$ cat config.mk
export PLATFORM = sky130hd
export DESIGN_NAME = ippe_queue
export DESIGN_NICKNAME = d
export VERILOG_FILES = /design/src/hdl/ippe_pkg.sv /design/src/hdl/ippe_queue.sv
export SDC_FILE = /design/constraint.sdc
export NUM_CORES = 1
export LEC_CHECK = 0
export CAP_MARGIN = 20
export CORE_MARGIN = 8
export CORE_UTILIZATION = 50
export DETAILED_ROUTE_END_ITERATION = 12
export DONT_BUFFER_PORTS = 1
export GPL_ROUTABILITY_DRIVEN = 0
export PLACE_DENSITY = 0.74
export SETUP_SLACK_MARGIN = 0.3
export SYNTH_ARGS = -nofsm -noshare
export SYNTH_HDL_FRONTEND = slang
export SYNTH_SLANG_ARGS = --single-unit
$ cat constraint.sdc
create_clock -name clk -period 1.95 [get_ports clk]
set_input_delay 0.0975 -clock clk [delete_from_list [all_inputs] [get_ports clk]]
set_output_delay 0.0975 -clock clk [all_outputs]
set_load 0.005 [all_outputs]
$ cat src/hdl/ippe_pkg.sv
`default_nettype none

package ippe_pkg;

    localparam int QUEUE_DEPTH = 4;
    localparam int OUT_DEPTH   = 2;
    localparam int ROW_WIDTH_W = 13;
    localparam int CFG_DATA_W  = 13;

    typedef logic [0:0] cfg_idx_t;
    localparam cfg_idx_t CFG_DEPTH_MODE = 1'd0;
    localparam cfg_idx_t CFG_ROW_WIDTH  = 1'd1;

    typedef logic [1:0] mode_t;
    localparam mode_t MODE_BIT1 = 2'd0;
    localparam mode_t MODE_BIT4 = 2'd1;
    localparam mode_t MODE_BIT8 = 2'd2;
    localparam mode_t MODE_RGB  = 2'd3;

    typedef logic [2:0] op_t;
    localparam op_t OP_WRITE  = 3'd0;
    localparam op_t OP_BIT1   = 3'd1;
    localparam op_t OP_BIT4   = 3'd2;
    localparam op_t OP_BIT8   = 3'd3;
    localparam op_t OP_DIRECT = 3'd4;

    localparam logic [7:0] HI_NIBBLE = 8'hF0;
    localparam logic [7:0] LO_NIBBLE = 8'h0F;

    // colour packing: blue [7:0], green [15:8], red [23:16]
    typedef struct packed {
        op_t         op;
        logic [7:0]  index;
        logic [23:0] colour;
        logic [3:0]  npix;
        logic        row_end;
    } job_t;

    typedef struct packed {
        logic [7:0] blue;
        logic [7:0] green;
        logic [7:0] red;
        logic       last;
        logic       row_end;
    } pixel_t;

endpackage

`default_nettype wire

$ cat src/hdl/ippe_queue.sv
`default_nettype none

module ippe_queue (
    input  wire logic          clk,
    input  wire logic          rst_n,
    input  wire logic          push,
    input  wire ippe_pkg::job_t push_data,
    input  wire logic          pop,
    output ippe_pkg::job_t     head,
    output logic               head_valid,
    output logic               full
);
    import ippe_pkg::*;

    localparam int PTR_W = $clog2(QUEUE_DEPTH);
    localparam int CNT_W = $clog2(QUEUE_DEPTH + 1);

    job_t               entry_reg [QUEUE_DEPTH];
    logic [PTR_W-1:0]   wptr_reg, wptr_next;
    logic [PTR_W-1:0]   rptr_reg, rptr_next;
    logic [CNT_W-1:0]   count_reg, count_next;

    assign head       = entry_reg[rptr_reg];
    assign head_valid = (count_reg != '0);
    assign full       = (count_reg == CNT_W'(QUEUE_DEPTH));

    always_comb
    begin
        wptr_next  = push ? wptr_reg + PTR_W'(1) : wptr_reg;
        rptr_next  = pop ? rptr_reg + PTR_W'(1) : rptr_reg;
        count_next = count_reg + CNT_W'(push) - CNT_W'(pop);
    end

    always_ff @(posedge clk or negedge rst_n)
    begin
        if (!rst_n)
        begin
            wptr_reg  <= '0;
            rptr_reg  <= '0;
            count_reg <= '0;
        end
        else
        begin
            wptr_reg  <= wptr_next;
            rptr_reg  <= rptr_next;
            count_reg <= count_next;
        end
    end

    always_ff @(posedge clk)
    begin
        if (push)
        begin
            entry_reg[wptr_reg] <= push_data;
        end
    end

endmodule

`default_nettype wire

---- Yosys cells after proc, flatten, opt, wreduce, memory -nomap -nowiden ----
Memories as Yosys holds them, arrays and structs flattened.
Cells that the tools add are included.
storage, ports and cells
  memories ................................ 1
  bits of input ports ..................... 44
  logic and storage cells ................. 12
  register bits after elaboration ......... 7
  bits in writable memories ............... 160
  latch bits .............................. 0
  ROM bits ................................ 0
  output and inout port bits .............. 42
memories
  name       depth  width  read ports  clocked after Yosys merged registers in  wr ports  line              text
  entry_reg  4      40     1           0                                        1         ippe_queue.sv:18  job_t entry_reg [QUEUE_DEPTH];
cells by class
  bitwise logic cells ..................... 0
  eq/ne operators ......................... 1
  div/mod/pow operators ................... 0
  $lt $le $gt $ge ......................... 0
  multiply operators ...................... 0
  reductions and logical operators ........ 1
  add/sub/neg operators ................... 4
  shift-type cells ........................ 0
  muxes and demuxes ....................... 2
operators by type and width
  operator                                     number
  adder 2 x 1 -> 2 bit, second input constant  2
  adder 3 x 1 -> 3 bit                         1
  equality test 3 bit, second input constant   1
  nonzero test 3 bit                           1
  subtractor 3 x 1 -> 3 bit                    1
  2-to-1 mux 1 bit                             2

---- Depth between registers and ports, before layout ----
  depth in word-level cells ............... 2
  depth in mapped cells ................... 6
  gate-level depth less buffers ........... 6

---- Least setup slack after synthesis ----
Ideal clock, no wire load.
  path kind ............................... flip-flop to flip-flop
  from .................................... register wptr_reg[0]
  to ...................................... memory entry_reg[0][0] (netlist bit), enable pin
  cell stages (with the launch flop) ...... 4
  period minus slack after synthesis ...... 1.990 ns
  setup slack ............................. -0.040 ns
  path buffers ............................ 0
  library setup time ...................... 0.401 ns
  data arrival time ....................... 1.589 ns
  data required time ...................... 1.549 ns
  path through ............................ dfrtp_1 > inv_1 > ha_1 > and2_1
RTL lines
  item                    line              text
  from (decl)             ippe_queue.sv:19  logic [PTR_W-1:0] wptr_reg, wptr_next;
  from (signal assigned)  ippe_queue.sv:44  wptr_reg <= wptr_next;
  to (decl)               ippe_queue.sv:18
Straight into the memory's write port.

==> metrics.csv <==
metric;value;unit
TNS Setup;0;ns
CP required;1.85;ns
outcome;completed;
# IOs;86;
Residual DRC;0;
drt via density;5.345;
Net Count, Synth;295;
Pleak;0.002585;µW
Cell Count, Final, Fillers Out;504;
critical path fanouts, max;7;
max reg flops;160;
Max Transition Viols Final;0;
sequential share of the synthesized area;0.8013;
Area Growth Syn to Fin;24.02;%
vias in the first global route;2889;
Arr. time, crit path;1.70;ns
DR WL/cell;22.22;µm
RSZ-0062 raised after global routing;yes;
Final Critical Period;1.799;ns
syn avg cell area;25.47;µm²
CP Capture Type;output port;
Design Area, Final;7707;µm²
via count;2694;
Synth Instances;244;
number of port buffers;0;
largest net degree at the start of global routing;28;
Root Buffer;clkbuf_16;
Worst slew margin;0.7177;
Max-Cap Viols;0;
gr usage total;0.1469;
chip height;127.5;µm
die area;16250;µm²
worst-skew pair later-pin latency;0.42;ns
DRT antenna net count;0;
FF+latch area;4985;µm²
Max rail drop VDD;897.0;µV
clock sinks;167;
Power Dens Cells;1483;nW/µm²
Hold Crit Start;pop;
synth warn;0;
clock buffer count from CTS;17;
Min Hold Slack;0.08388;ns
Worst Skew;0.007741;ns
hold path cells;3;
clock-pin slew on the worst setup and hold paths;0.06;ns
Area after DPL;6467;µm²
CTS tree;done;
dpl hpwl;6.601;mm
post-synthesis register bit count;167;
Die X;127.5;µm
Hold Path Class;input pin to flip-flop;
Final setup violation count;0;
Multi-input gate area;1095;µm²
# nets final;374;
grt total ovfl;0;
Initial Util;0.5152;
Core Rows;40;
CTS max path bufs;2;
final wirelength;11.20;mm
Worst Max-Slew Pin Slew;0.4234;ns
Cell Area, Synth;6215;µm²
Antenna Cells;0;
final worst path period share;0.9227;
R2R Path Start;wptr_reg[0];
layout cell share with drive strength beyond 1;0.3065;
Critical Setup Path Class;flip-flop to output port;
Hold Violations, Final;0;
Worst R2R Path Depth;4;
global-route wire length before repair;17.22;mm
Fmax achieved;555.8;MHz
CP startpoint kind;flip-flop;
fillcell total;791;
initial DRC count;194;
Netlist cell types;18;
critical path startpoint;rptr_reg[0];
router iterations before antenna repair;4;
initial antenna violation count;1;
Inst Count DP;415;
H-tree Lvls;4;
Final Util;0.6390;
core box area;12060;µm²
## critical path, stage by stage (launching register included)
cell     delay, ns
dfrtp_4       0.51
buf_12        0.16
buf_16        0.14
mux4_2        0.46
## layout by cell type, fill, tap and decap left out, types with 4 or more instances in the layout
cell type      count
and2_2             4
buf_12             5
buf_4             15
clkbuf_16         17
clkinvlp_4         4
dfrtp_1            5
dlygate4sd3_1     44
edfxtp_1         160
ha_1               6
inv_1              6
mux4_2            40
## metrics by stage
step                      worst slack (ns)  power, µW
final                               0.1508      11430
after global routing                0.1014      11970
after CTS                           0.1215      11620
after detailed placement            0.3749       7590
after global placement              0.3884       7494
after floorplan                     0.3830       6938
## power by group
group | internal (µW) | total, µW | switching [µW]
clock | 2110 | 3420 | 1310
sequential | 4710 | 4900 | 189
combinational | 1610 | 3100 | 1490
## layer usage
| layer | vias to the layer above | GRT usage | share of wire | wire length, µm |
|---|---|---|---|---|
| met4 | 2 | 0.06088 | 0.014 | 158 |
| met1 | 1407 | 0.1758 | 0.41 | 4578 |
| li1 | 1182 | - | - | - |
| met2 | 90 | 0.2355 | 0.50 | 5643 |
| met3 | 13 | 0.05532 | 0.072 | 806 |
| met5 | - | 0 | 0.0012 | 13 |
## cells by family after synthesis
| kind of cell | after synthesis | synth area share |
|---|---|---|
| compound gates | 1 | 0.0008045 |
| buf+inv | 16 | 0.02215 |
| xor+xnor | 5 | 0.007048 |
| fa+ha+maj | 7 | 0.01530 |
| simple gates | 8 | 0.007249 |
| mux | 40 | 0.1462 |
| flops | 167 | 0.8013 |
## final timing paths
check                                   to  slack, ns
max                                head[9]       0.15
min                           count_reg[0]       0.08
max reg2reg                entry_reg[0][7]       0.42
min reg2reg                    wptr_reg[0]       0.53
max in group asynchronous      rptr_reg[0]       1.14
min in group asynchronous     count_reg[2]       0.53
## synth_stat cells
master | count | area (µm²)
edfxtp_1 | 160 | 4805
mux4_2 | 38 | 855.8
dfrtp_1 | 7 | 175.2
ha_1 | 6 | 75.07
inv_1 | 6 | 22.52
and2_1 | 4 | 25.02
buf_12 | 4 | 80.08
buf_2 | 4 | 20.02
xor2_1 | 3 | 26.28
mux4_1 | 2 | 52.55
nand2_1 | 2 | 7.510
xnor2_1 | 2 | 17.52
and3_1 | 1 | 6.260
buf_6 | 1 | 11.26
clkbuf_1 | 1 | 3.750
fa_1 | 1 | 20.02
o21ai_0 | 1 | 5.000
or3_1 | 1 | 6.260
## area by class of cell
class	count	share of cell area
Inverter	6	0.002922
Clock buffer	21	0.06104
Clock inverter	11	0.01916
Sequential cell	167	0.6468
Timing Repair Buffer	70	0.1008
Multi-Input combinational cell	61	0.1420
Tap cell	168	0.02727
## timing repair
action | in CTS | in global routing
hold endpoints to repair | 172 | 0
setup buffers | 11 | 0
hold buffers | 44 | 0
cloned | 2 | 0
pin swaps | 0 | 0
setup endpoints to repair | 40 | 40
gates resized for setup | 11 | 0
Note: power is estimated with default switching activity, not from simulation.
