<file path="config.mk">
export PLATFORM = sky130hd
export DESIGN_NAME = ippe_front
export DESIGN_NICKNAME = d
export VERILOG_FILES = /design/src/hdl/ippe_pkg.sv /design/src/hdl/ippe_front.sv
export SDC_FILE = /design/constraint.sdc
export NUM_CORES = 1
export LEC_CHECK = 0
export BUFFER_PORTS_ARGS = -buffer_cell sky130_fd_sc_hd__buf_4
export CORE_MARGIN = 2
export CORE_UTILIZATION = 55
export CTS_BUF_LIST = sky130_fd_sc_hd__clkbuf_4 sky130_fd_sc_hd__clkbuf_8
export DETAILED_ROUTE_END_ITERATION = 10
export GPL_ROUTABILITY_DRIVEN = 0
export GPL_TIMING_DRIVEN = 1
export PLACE_DENSITY = 0.83
export REMOVE_ABC_BUFFERS = 1
export SLEW_MARGIN = 10
export SYNTH_ARGS = -nofsm -noshare
export SYNTH_HDL_FRONTEND = slang
export SYNTH_SLANG_ARGS = --single-unit
</file>
<file path="constraint.sdc">
create_clock -name clk -period 9.1 [get_ports clk]
set_input_delay 0.91 -clock clk [delete_from_list [all_inputs] [get_ports clk]]
set_output_delay 0.91 -clock clk [all_outputs]
set_load 0.01 [all_outputs]
</file>
<file path="src/hdl/ippe_pkg.sv">
`default_nettype none

package ippe_pkg;

    localparam int QUEUE_DEPTH = 4;
    localparam int OUT_DEPTH   = 2;
    localparam int ROW_WIDTH_W = 13;
    localparam int CFG_DATA_W  = 13;

    typedef logic [0:0] cfg_idx_t;
    localparam cfg_idx_t CFG_DEPTH_MODE = 1'd0;
    localparam cfg_idx_t CFG_ROW_WIDTH  = 1'd1;

    typedef logic [1:0] mode_t;
    localparam mode_t MODE_BIT1 = 2'd0;
    localparam mode_t MODE_BIT4 = 2'd1;
    localparam mode_t MODE_BIT8 = 2'd2;
    localparam mode_t MODE_RGB  = 2'd3;

    typedef logic [2:0] op_t;
    localparam op_t OP_WRITE  = 3'd0;
    localparam op_t OP_BIT1   = 3'd1;
    localparam op_t OP_BIT4   = 3'd2;
    localparam op_t OP_BIT8   = 3'd3;
    localparam op_t OP_DIRECT = 3'd4;

    localparam logic [7:0] HI_NIBBLE = 8'hF0;
    localparam logic [7:0] LO_NIBBLE = 8'h0F;

    // colour packing: blue [7:0], green [15:8], red [23:16]
    typedef struct packed {
        op_t         op;
        logic [7:0]  index;
        logic [23:0] colour;
        logic [3:0]  npix;
        logic        row_end;
    } job_t;

    typedef struct packed {
        logic [7:0] blue;
        logic [7:0] green;
        logic [7:0] red;
        logic       last;
        logic       row_end;
    } pixel_t;

endpackage

`default_nettype wire

</file>
<file path="src/hdl/ippe_front.sv">
`default_nettype none

module ippe_front #(
    parameter int MAX_ROW_WIDTH = 4096
) (
    input  wire logic                           clk,
    input  wire logic                           rst_n,
    input  wire logic                           in_valid,
    output logic                                in_stall,
    input  wire logic                           kind,
    input  wire logic [7:0]                     palette_index,
    input  wire logic [7:0]                     palette_blue,
    input  wire logic [7:0]                     palette_green,
    input  wire logic [7:0]                     palette_red,
    input  wire logic [7:0]                     source_byte,
    input  wire logic                           cfg_valid,
    input  wire ippe_pkg::cfg_idx_t             cfg_index,
    input  wire logic [ippe_pkg::CFG_DATA_W-1:0] cfg_data,
    input  wire logic                           q_full,
    output logic                                q_push,
    output ippe_pkg::job_t                      q_data
);
    import ippe_pkg::*;

    localparam int CW = $clog2(MAX_ROW_WIDTH + 1);
    localparam int WW = (CW > ROW_WIDTH_W) ? CW : ROW_WIDTH_W;
    localparam int PW = $clog2(3 * MAX_ROW_WIDTH + 4);

    mode_t                  mode_reg, mode_next;
    logic [ROW_WIDTH_W-1:0] width_reg, width_next;
    logic [PW-1:0]          pos_reg, pos_next;
    logic [CW-1:0]          count_reg, count_next;
    logic [15:0]            hold_reg, hold_next;
    logic [1:0]             phase_reg, phase_next;

    logic [CW-1:0] eff_w;
    logic [PW-1:0] w_ext;
    logic [PW-1:0] nbytes;
    logic [PW-1:0] padded;
    logic [PW-1:0] pos_inc;
    logic [CW-1:0] remaining;
    logic [3:0]    ppb;
    logic [3:0]    npix;
    logic          in_data;
    logic          accept;

    assign in_stall = q_full;
    assign accept   = in_valid && !in_stall;

    always_comb
    begin
        if (width_reg == '0)
            eff_w = CW'(1);
        else if (WW'(width_reg) > WW'(MAX_ROW_WIDTH))
            eff_w = CW'(MAX_ROW_WIDTH);
        else
            eff_w = CW'(width_reg);

        w_ext = PW'(eff_w);
        unique case (mode_reg)
            MODE_BIT1: nbytes = (w_ext + PW'(7)) >> 3;
            MODE_BIT4: nbytes = (w_ext + PW'(1)) >> 1;
            MODE_BIT8: nbytes = w_ext;
            default:   nbytes = (w_ext << 1) + w_ext;
        endcase
        padded  = (nbytes + PW'(3)) & ~PW'(3);
        in_data = (pos_reg < nbytes);
        pos_inc = pos_reg + PW'(1);

        unique case (mode_reg)
            MODE_BIT1: ppb = 4'd8;
            MODE_BIT4: ppb = 4'd2;
            MODE_BIT8: ppb = 4'd1;
            default:   ppb = (phase_reg == 2'd2) ? 4'd1 : 4'd0;
        endcase

        remaining = eff_w - count_reg;
        if (!in_data)
            npix = 4'd0;
        else if (CW'(ppb) < remaining)
            npix = ppb;
        else
            npix = remaining[3:0];
    end

    // job for the back end
    always_comb
    begin
        q_data.index   = kind ? source_byte : palette_index;
        q_data.npix    = npix;
        q_data.row_end = (npix != 4'd0) && (CW'(npix) == remaining);
        if (!kind)
        begin
            q_data.op     = OP_WRITE;
            q_data.colour = {palette_red, palette_green, palette_blue};
        end
        else
        begin
            unique case (mode_reg)
                MODE_BIT1: q_data.op = OP_BIT1;
                MODE_BIT4: q_data.op = OP_BIT4;
                MODE_BIT8: q_data.op = OP_BIT8;
                default:   q_data.op = OP_DIRECT;
            endcase
            q_data.colour = {source_byte, hold_reg};
        end
        q_push = accept && (!kind || (npix != 4'd0));
    end

    always_comb
    begin
        mode_next  = mode_reg;
        width_next = width_reg;
        pos_next   = pos_reg;
        count_next = count_reg;
        hold_next  = hold_reg;
        phase_next = phase_reg;
        if (cfg_valid)
        begin
            unique case (cfg_index)
                CFG_DEPTH_MODE: mode_next  = mode_t'(cfg_data[1:0]);
                default:        width_next = cfg_data[ROW_WIDTH_W-1:0];
            endcase
            pos_next   = '0;
            count_next = '0;
            hold_next  = '0;
            phase_next = '0;
        end
        else if (accept && kind)
        begin
            count_next = count_reg + CW'(npix);
            if (in_data && (mode_reg == MODE_RGB))
            begin
                unique case (phase_reg)
                    2'd0:
                    begin
                        hold_next  = {8'h00, source_byte};
                        phase_next = 2'd1;
                    end
                    2'd1:
                    begin
                        hold_next  = {source_byte, hold_reg[7:0]};
                        phase_next = 2'd2;
                    end
                    default:
                    begin
                        hold_next  = '0;
                        phase_next = 2'd0;
                    end
                endcase
            end
            pos_next = pos_inc;
            if (pos_inc >= padded)
            begin
                pos_next   = '0;
                count_next = '0;
                hold_next  = '0;
                phase_next = '0;
            end
        end
    end

    always_ff @(posedge clk or negedge rst_n)
    begin
        if (!rst_n)
        begin
            mode_reg  <= MODE_BIT8;
            width_reg <= ROW_WIDTH_W'(1);
            pos_reg   <= '0;
            count_reg <= '0;
            hold_reg  <= '0;
            phase_reg <= '0;
        end
        else
        begin
            mode_reg  <= mode_next;
            width_reg <= width_next;
            pos_reg   <= pos_next;
            count_reg <= count_next;
            hold_reg  <= hold_next;
            phase_reg <= phase_next;
        end
    end

endmodule

`default_nettype wire

</file>
After elaboration in Yosys (flattened, before gate mapping)
Index checks and enable logic that the tools add are counted.
- register bits after elaboration: 60
- input port bits: 60
- logic and storage cells: 71
- add/subtract/negate cells: 7
- $lt $le $gt $ge: 4
- equal/unequal tests: 7
- mux-type cells: 27
- bitwise gates (word level): 1
- reductions and logical operators: 18
- operator list (kind ; number):
    $mux W13 ; 5
    $mux W16 ; 4
    $mux W14 ; 3
    $pmux W14 S3 ; 1
    $pmux W16 S2 ; 1
    $mux W24 ; 1
    $add A13 B1 Y14 const B ; 1
    $add A13 B3 Y14 const B ; 1
    $add A14 B1 Y14 const B ; 1
    $add A14 B13 Y14 ; 1
    $add A14 B2 Y14 const B ; 1
    $ge A14 B14 Y1 ; 1
    $lt A14 B14 Y1 ; 1
    $add A13 B4 Y13 ; 1
    $eq A4 B13 Y1 ; 1
    $gt A13 B13 Y1 const B ; 1
    $logic_not A13 Y1 ; 1
    $lt A4 B13 Y1 ; 1
    $sub A13 B13 Y13 ; 1
    $pmux W4 S3 ; 1
    $pmux W3 S3 ; 1
    $mux W2 ; 4
    $mux W4 ; 2
    $mux W8 ; 1
    other kinds (16) ; 27

Logic depth before layout (Yosys ltp)
- word-level depth: 11
- depth in mapped cells: 34

Worst setup path before layout
OpenSTA, ideal clock, no wires.
- path kind: reg2reg
- start point: register width_reg[3]
- end point: register count_reg[12]
- library setup time: 0.121 ns
- arrival time: 6.360 ns
- required time: 8.979 ns
- slack: 2.619 ns
- cell stages (with the launch flop): 34
- buffers on the path: 2
- cell sequence: dfrtp_1 -> nor4_2 -> and4_1 -> buf_2 -> a21oi_1 -> inv_1 -> ha_1 -> ha_1 -> nand2b_1 -> and4b_1 -> o41ai_1 -> a21o_1 -> a21o_1 -> xnor2_1 -> a21boi_0 -> inv_1 -> ha_1 -> o21ai_0 -> o21bai_1 -> a21o_1 -> a221o_1 -> buf_2 -> nor3_1 -> ha_1 -> fa_1 -> a21o_1 -> a21o_1 -> inv_1 -> nor3_1 -> and3_1 -> and3_1 -> nand3_1 -> xnor2_1 -> a22o_1
- RTL lines (element ; line ; text):
    start: declaration ; ippe_front.sv:30 ; logic [ROW_WIDTH_W-1:0] width_reg, width_next;
    start signal: assignment ; ippe_front.sv:177 ; width_reg <= width_next;
    end signal: assignment ; ippe_front.sv:179 ; count_reg <= count_next;
    end: declaration ; ippe_front.sv:32 ; logic [CW-1:0] count_reg, count_next;

Final worst setup path
- start point: register width_reg[3]
- end point: register count_reg[12]
- longest elaborated chain between the ends: 11
- ends and longest elaborated chain (element ; line ; text):
    $gt A13 B13 Y1 ; ippe_front.sv:54 ; else if (WW'(width_reg) > WW'(MAX_ROW_WIDTH))
    $mux W13 ; ippe_front.sv:54 ;
    $mux W13 * ; ippe_front.sv:52 ; if (width_reg == '0)
    $add A14 B13 Y14 (tied with other cells) ; ippe_front.sv:64 ; default: nbytes = (w_ext << 1) + w_ext;
    $pmux W14 S3 / $lt A4 B13 Y1 (equally long branches) ; ippe_front.sv:60, ippe_front.sv:80 ;
    $lt A14 B14 Y1 / $mux W4 (equally long branches) ; ippe_front.sv:67, ippe_front.sv:80 ;
    $mux W4 ; ippe_front.sv:78 ; if (!in_data)
    $add A13 B4 Y13 ; ippe_front.sv:131 ; count_next = count_reg + CW'(npix);
    $mux W13 * ; ippe_front.sv:153 ; if (pos_inc >= padded)
    $mux W13 * ; ippe_front.sv:129 ; else if (accept && kind)
    $mux W13 * ; ippe_front.sv:118 ; if (cfg_valid)
Mark *: on every way between the ends. The rest lies on a longest branch, timed or not. The select of a mux whose other input is x is not followed.
A chain may end at the register's enable or synchronous reset.

==> metrics.txt <==
Area Overhead vs Synth=14.9%; cts bufs inserted=9; DRC=0; number of global-route vias before repair=5930; sequential share of power=about 29%; H-tree Lvls=3; CP bufs+invs=3; crit-path max FO=16; synthesis warning total=0; Die Y=roughly 110 um; Final Max Slew Viols=0; P_leak=between 3 and 4 nW; clock share of power=between 10% and 20%; share of layout cells above drive strength 1=between 20% and 30%; wire per inst=about 18 um; WHS=~500 ps; nets=roughly 980; Vias=roughly 6.3k; Hold Buf Count CTS=0; hold path startpoint=hold_reg[14]$_DFFE_PN0P_; Compound-Gate Fraction of Synth Area=approximately a quarter; RSZ-0062 raised after global routing=no; synthesized flop and latch total=60; setup violation total in the final timing report=0; multiplexer share of the synthesized area=6.59%; area of the multi-input gates=4580 um^2; input/output buffers=about 100; met3 Usage GRT=around 6.0%; clk_lat worst skew=360 ps; slowest stage cell, crit path=dfrtp_1; Worst EP arrival=~7600 ps; commonest non-fill, non-tap cell in the layout=buf_4; total gr overflow=0; Main synth FF type=dfrtp_1; R2R cell count=31; reg2reg start=width_reg[3]$_DFFE_PN0P_; first-pass GRT wire length=between 20 and 30 mm; Crit path top cell by count=a21o_1; # clock sinks=60; commonest cells after routing, fill and taps aside=105 x buf_4, 79 x nand2_1, 60 x inv_1, 60 x ha_1, 59 x o21ai_0; Hold WC Path Type=reg2reg; Worst slew margin=37.7%; setup TNS=0 ps; Worst Setup End Kind=flop; post-synth top area cell=dfrtp_1; Post-synth ARST share=100%; register area share after synthesis=a little under a quarter; starting density of the core=approximately 57%; core area=11500 um^2; GR Layer Usage met1=~38%; Hold Fails Final Rpt=0; reg2reg end=count_reg[12]$_DFFE_PN0P_; P_sw=between 0.5 and 0.6 mW; pin count of the biggest net entering global routing=61; Worst EP required=just over 9000 ps; 1st-iter DRT viols=between 500 and 600; Reg area=about 1500 um^2; setup bufs post-CTS=0; pre-CTS setup slack=approximately 1900 ps; Die Wd=between 100 and 150 um; Hold Path End=hold_reg[14]$_DFFE_PN0P_; gr usage total=approximately 28%; initial antenna violation count=0; total wire length=17.6 mm; Yosys cell types=80; met2 global-route usage=roughly 44%; status=complete, no violations; num ports=102; Synth Area in Simple Gates=19.1%; main combinational cell family by area after synthesis=compound AO/OA/AOI/OAI gates; CTS max path bufs=2; Cells on Worst Hold Path=1; Peak Freq=135 MHz; Min Clock Period, post-route=~7400 ps; max reg flops=16; crit path kind=reg2reg; Final Skew=11.5 ps; switching share of total power=about 43%; Via density=6.24; max-cap viol count=0; Post-CTS Resized=0; Crit path largest cell delay=600 ps; worst vdd ir=0.000133 V; synthesized cell area=6500 um^2; Worst Max-Slew Pin Slew=around 900 ps; CTS tree=yes; GRT Max-Usage Layer=met2; Avg Synthesized Cell Area=about 8.4 um^2; ANT cells=0; Tcrit/Tclk final=between 80 and 90%; # rows=39; XOR/XNOR share of the synthesized area=7.82%; final setup margin=between 1500 and 2000 ps; DIE AREA=12700 um^2; Post-DRT Antenna Nets=0; post-DP HPWL=between 10 and 15 mm; Placed Area=~7300 um^2; Int Pwr=roughly 0.7 mW; final core occ=65.1%; Post-synth EDFFs=0; Power per Cell Area=roughly 160 nW/um^2; crit-path leading delay family=compound AO/OA/AOI/OAI gates; Synth Area in Adders=between 10% and 20%; CP startpoint kind=flop; filler cell count=951; Mapped Cells=a little under 800; Area contributors post-synth=dfrtp_1 22%, ha_1 12%, mux2_2 5.2%, xnor2_1 5.0%, nand2_1 4.6%; Pre-Repair DR Iteration Count=5; clock slew at reported path FFs=70 ps; Comb power frac=between 50% and 60%; top cell type's share of synthesized area=between 20% and 30%; r2r setup slk=between 1500 and 2000 ps; root buffer cell=clkbuf_8; cell area after layout=approximately 7500 um^2
-- stage by stage --
stage          instances  power (mW)
3_5_place_dp         989       0.953
5_1_grt             1005        1.28
3_3_place_gp         989       0.943
4_1_cts             1005        1.19
6_report            1005        1.20
2_1_floorplan        741       0.769
-- how the worst max path moves through the flow --
stage,from,slack [ps],end,cells past startpoint
6_report,width_reg[3]$_DFFE_PN0P_,1710,count_reg[12]$_DFFE_PN0P_,31
5_1_grt,width_reg[3]$_DFFE_PN0P_,1250,count_reg[12]$_DFFE_PN0P_,31
4_1_cts,width_reg[3]$_DFFE_PN0P_,1870,count_reg[12]$_DFFE_PN0P_,31
3_5_place_dp,width_reg[3]$_DFFE_PN0P_,1880,count_reg[12]$_DFFE_PN0P_,31
3_3_place_gp,width_reg[3]$_DFFE_PN0P_,2150,count_reg[12]$_DFFE_PN0P_,31
2_1_floorplan,width_reg[3]$_DFFE_PN0P_,2580,count_reg[12]$_DFFE_PN0P_,31
-- cell type report --
cell class	instances	area share [%]
clock buffer	12	2.13
clock inverter	4	0.335
inverter	61	3.07
multi-input combinational	620	61.4
sequential	60	20.2
tap	143	2.40
timing repair buffer	105	10.6
-- kinds of logic (layout without fill, tap and decap cells) --
group,after synthesis,count (layout)
adder cells (fa/ha/maj),61,61
buffers and inverters,96,182
XOR/XNOR,58,58
AO/OA/AOI/OAI,225,225
AND/OR/NAND/NOR,237,237
multiplexers,39,39
flip-flops,60,60
-- metal layers --
metal | vias to the layer above | part of all wire [%]
met5 | - | 0
met4 | 0 | 2.5
met3 | 41 | 9.3
met2 | 338 | 44
met1 | 2897 | 44
li1 | 2999 | -
-- cell usage after synthesis, types with 8 or more instances --
cell type	instances
nand2_1	79
ha_1	60
inv_1	60
o21ai_0	59
dfrtp_1	58
xnor2_1	37
a21oi_1	30
mux2_2	30
nor2_1	29
a22o_1	25
nand3_1	24
xor2_1	21
a21o_1	20
clkbuf_1	19
nor2b_1	19
nor3_1	16
nand4_1	13
and3_1	12
a211oi_1	11
o21a_1	10
mux2i_1	9
and2_1	8
buf_2	8
-- power groups by stage --
stage	logic, mW	clock network, mW	registers [mW]
2_1_floorplan	0.434	0	0.335
5_1_grt	0.677	0.246	0.355
3_3_place_gp	0.592	0	0.352
4_1_cts	0.605	0.235	0.348
6_report	0.614	0.233	0.351
3_5_place_dp	0.602	0	0.352
Power figures use the tool's default switching activity.
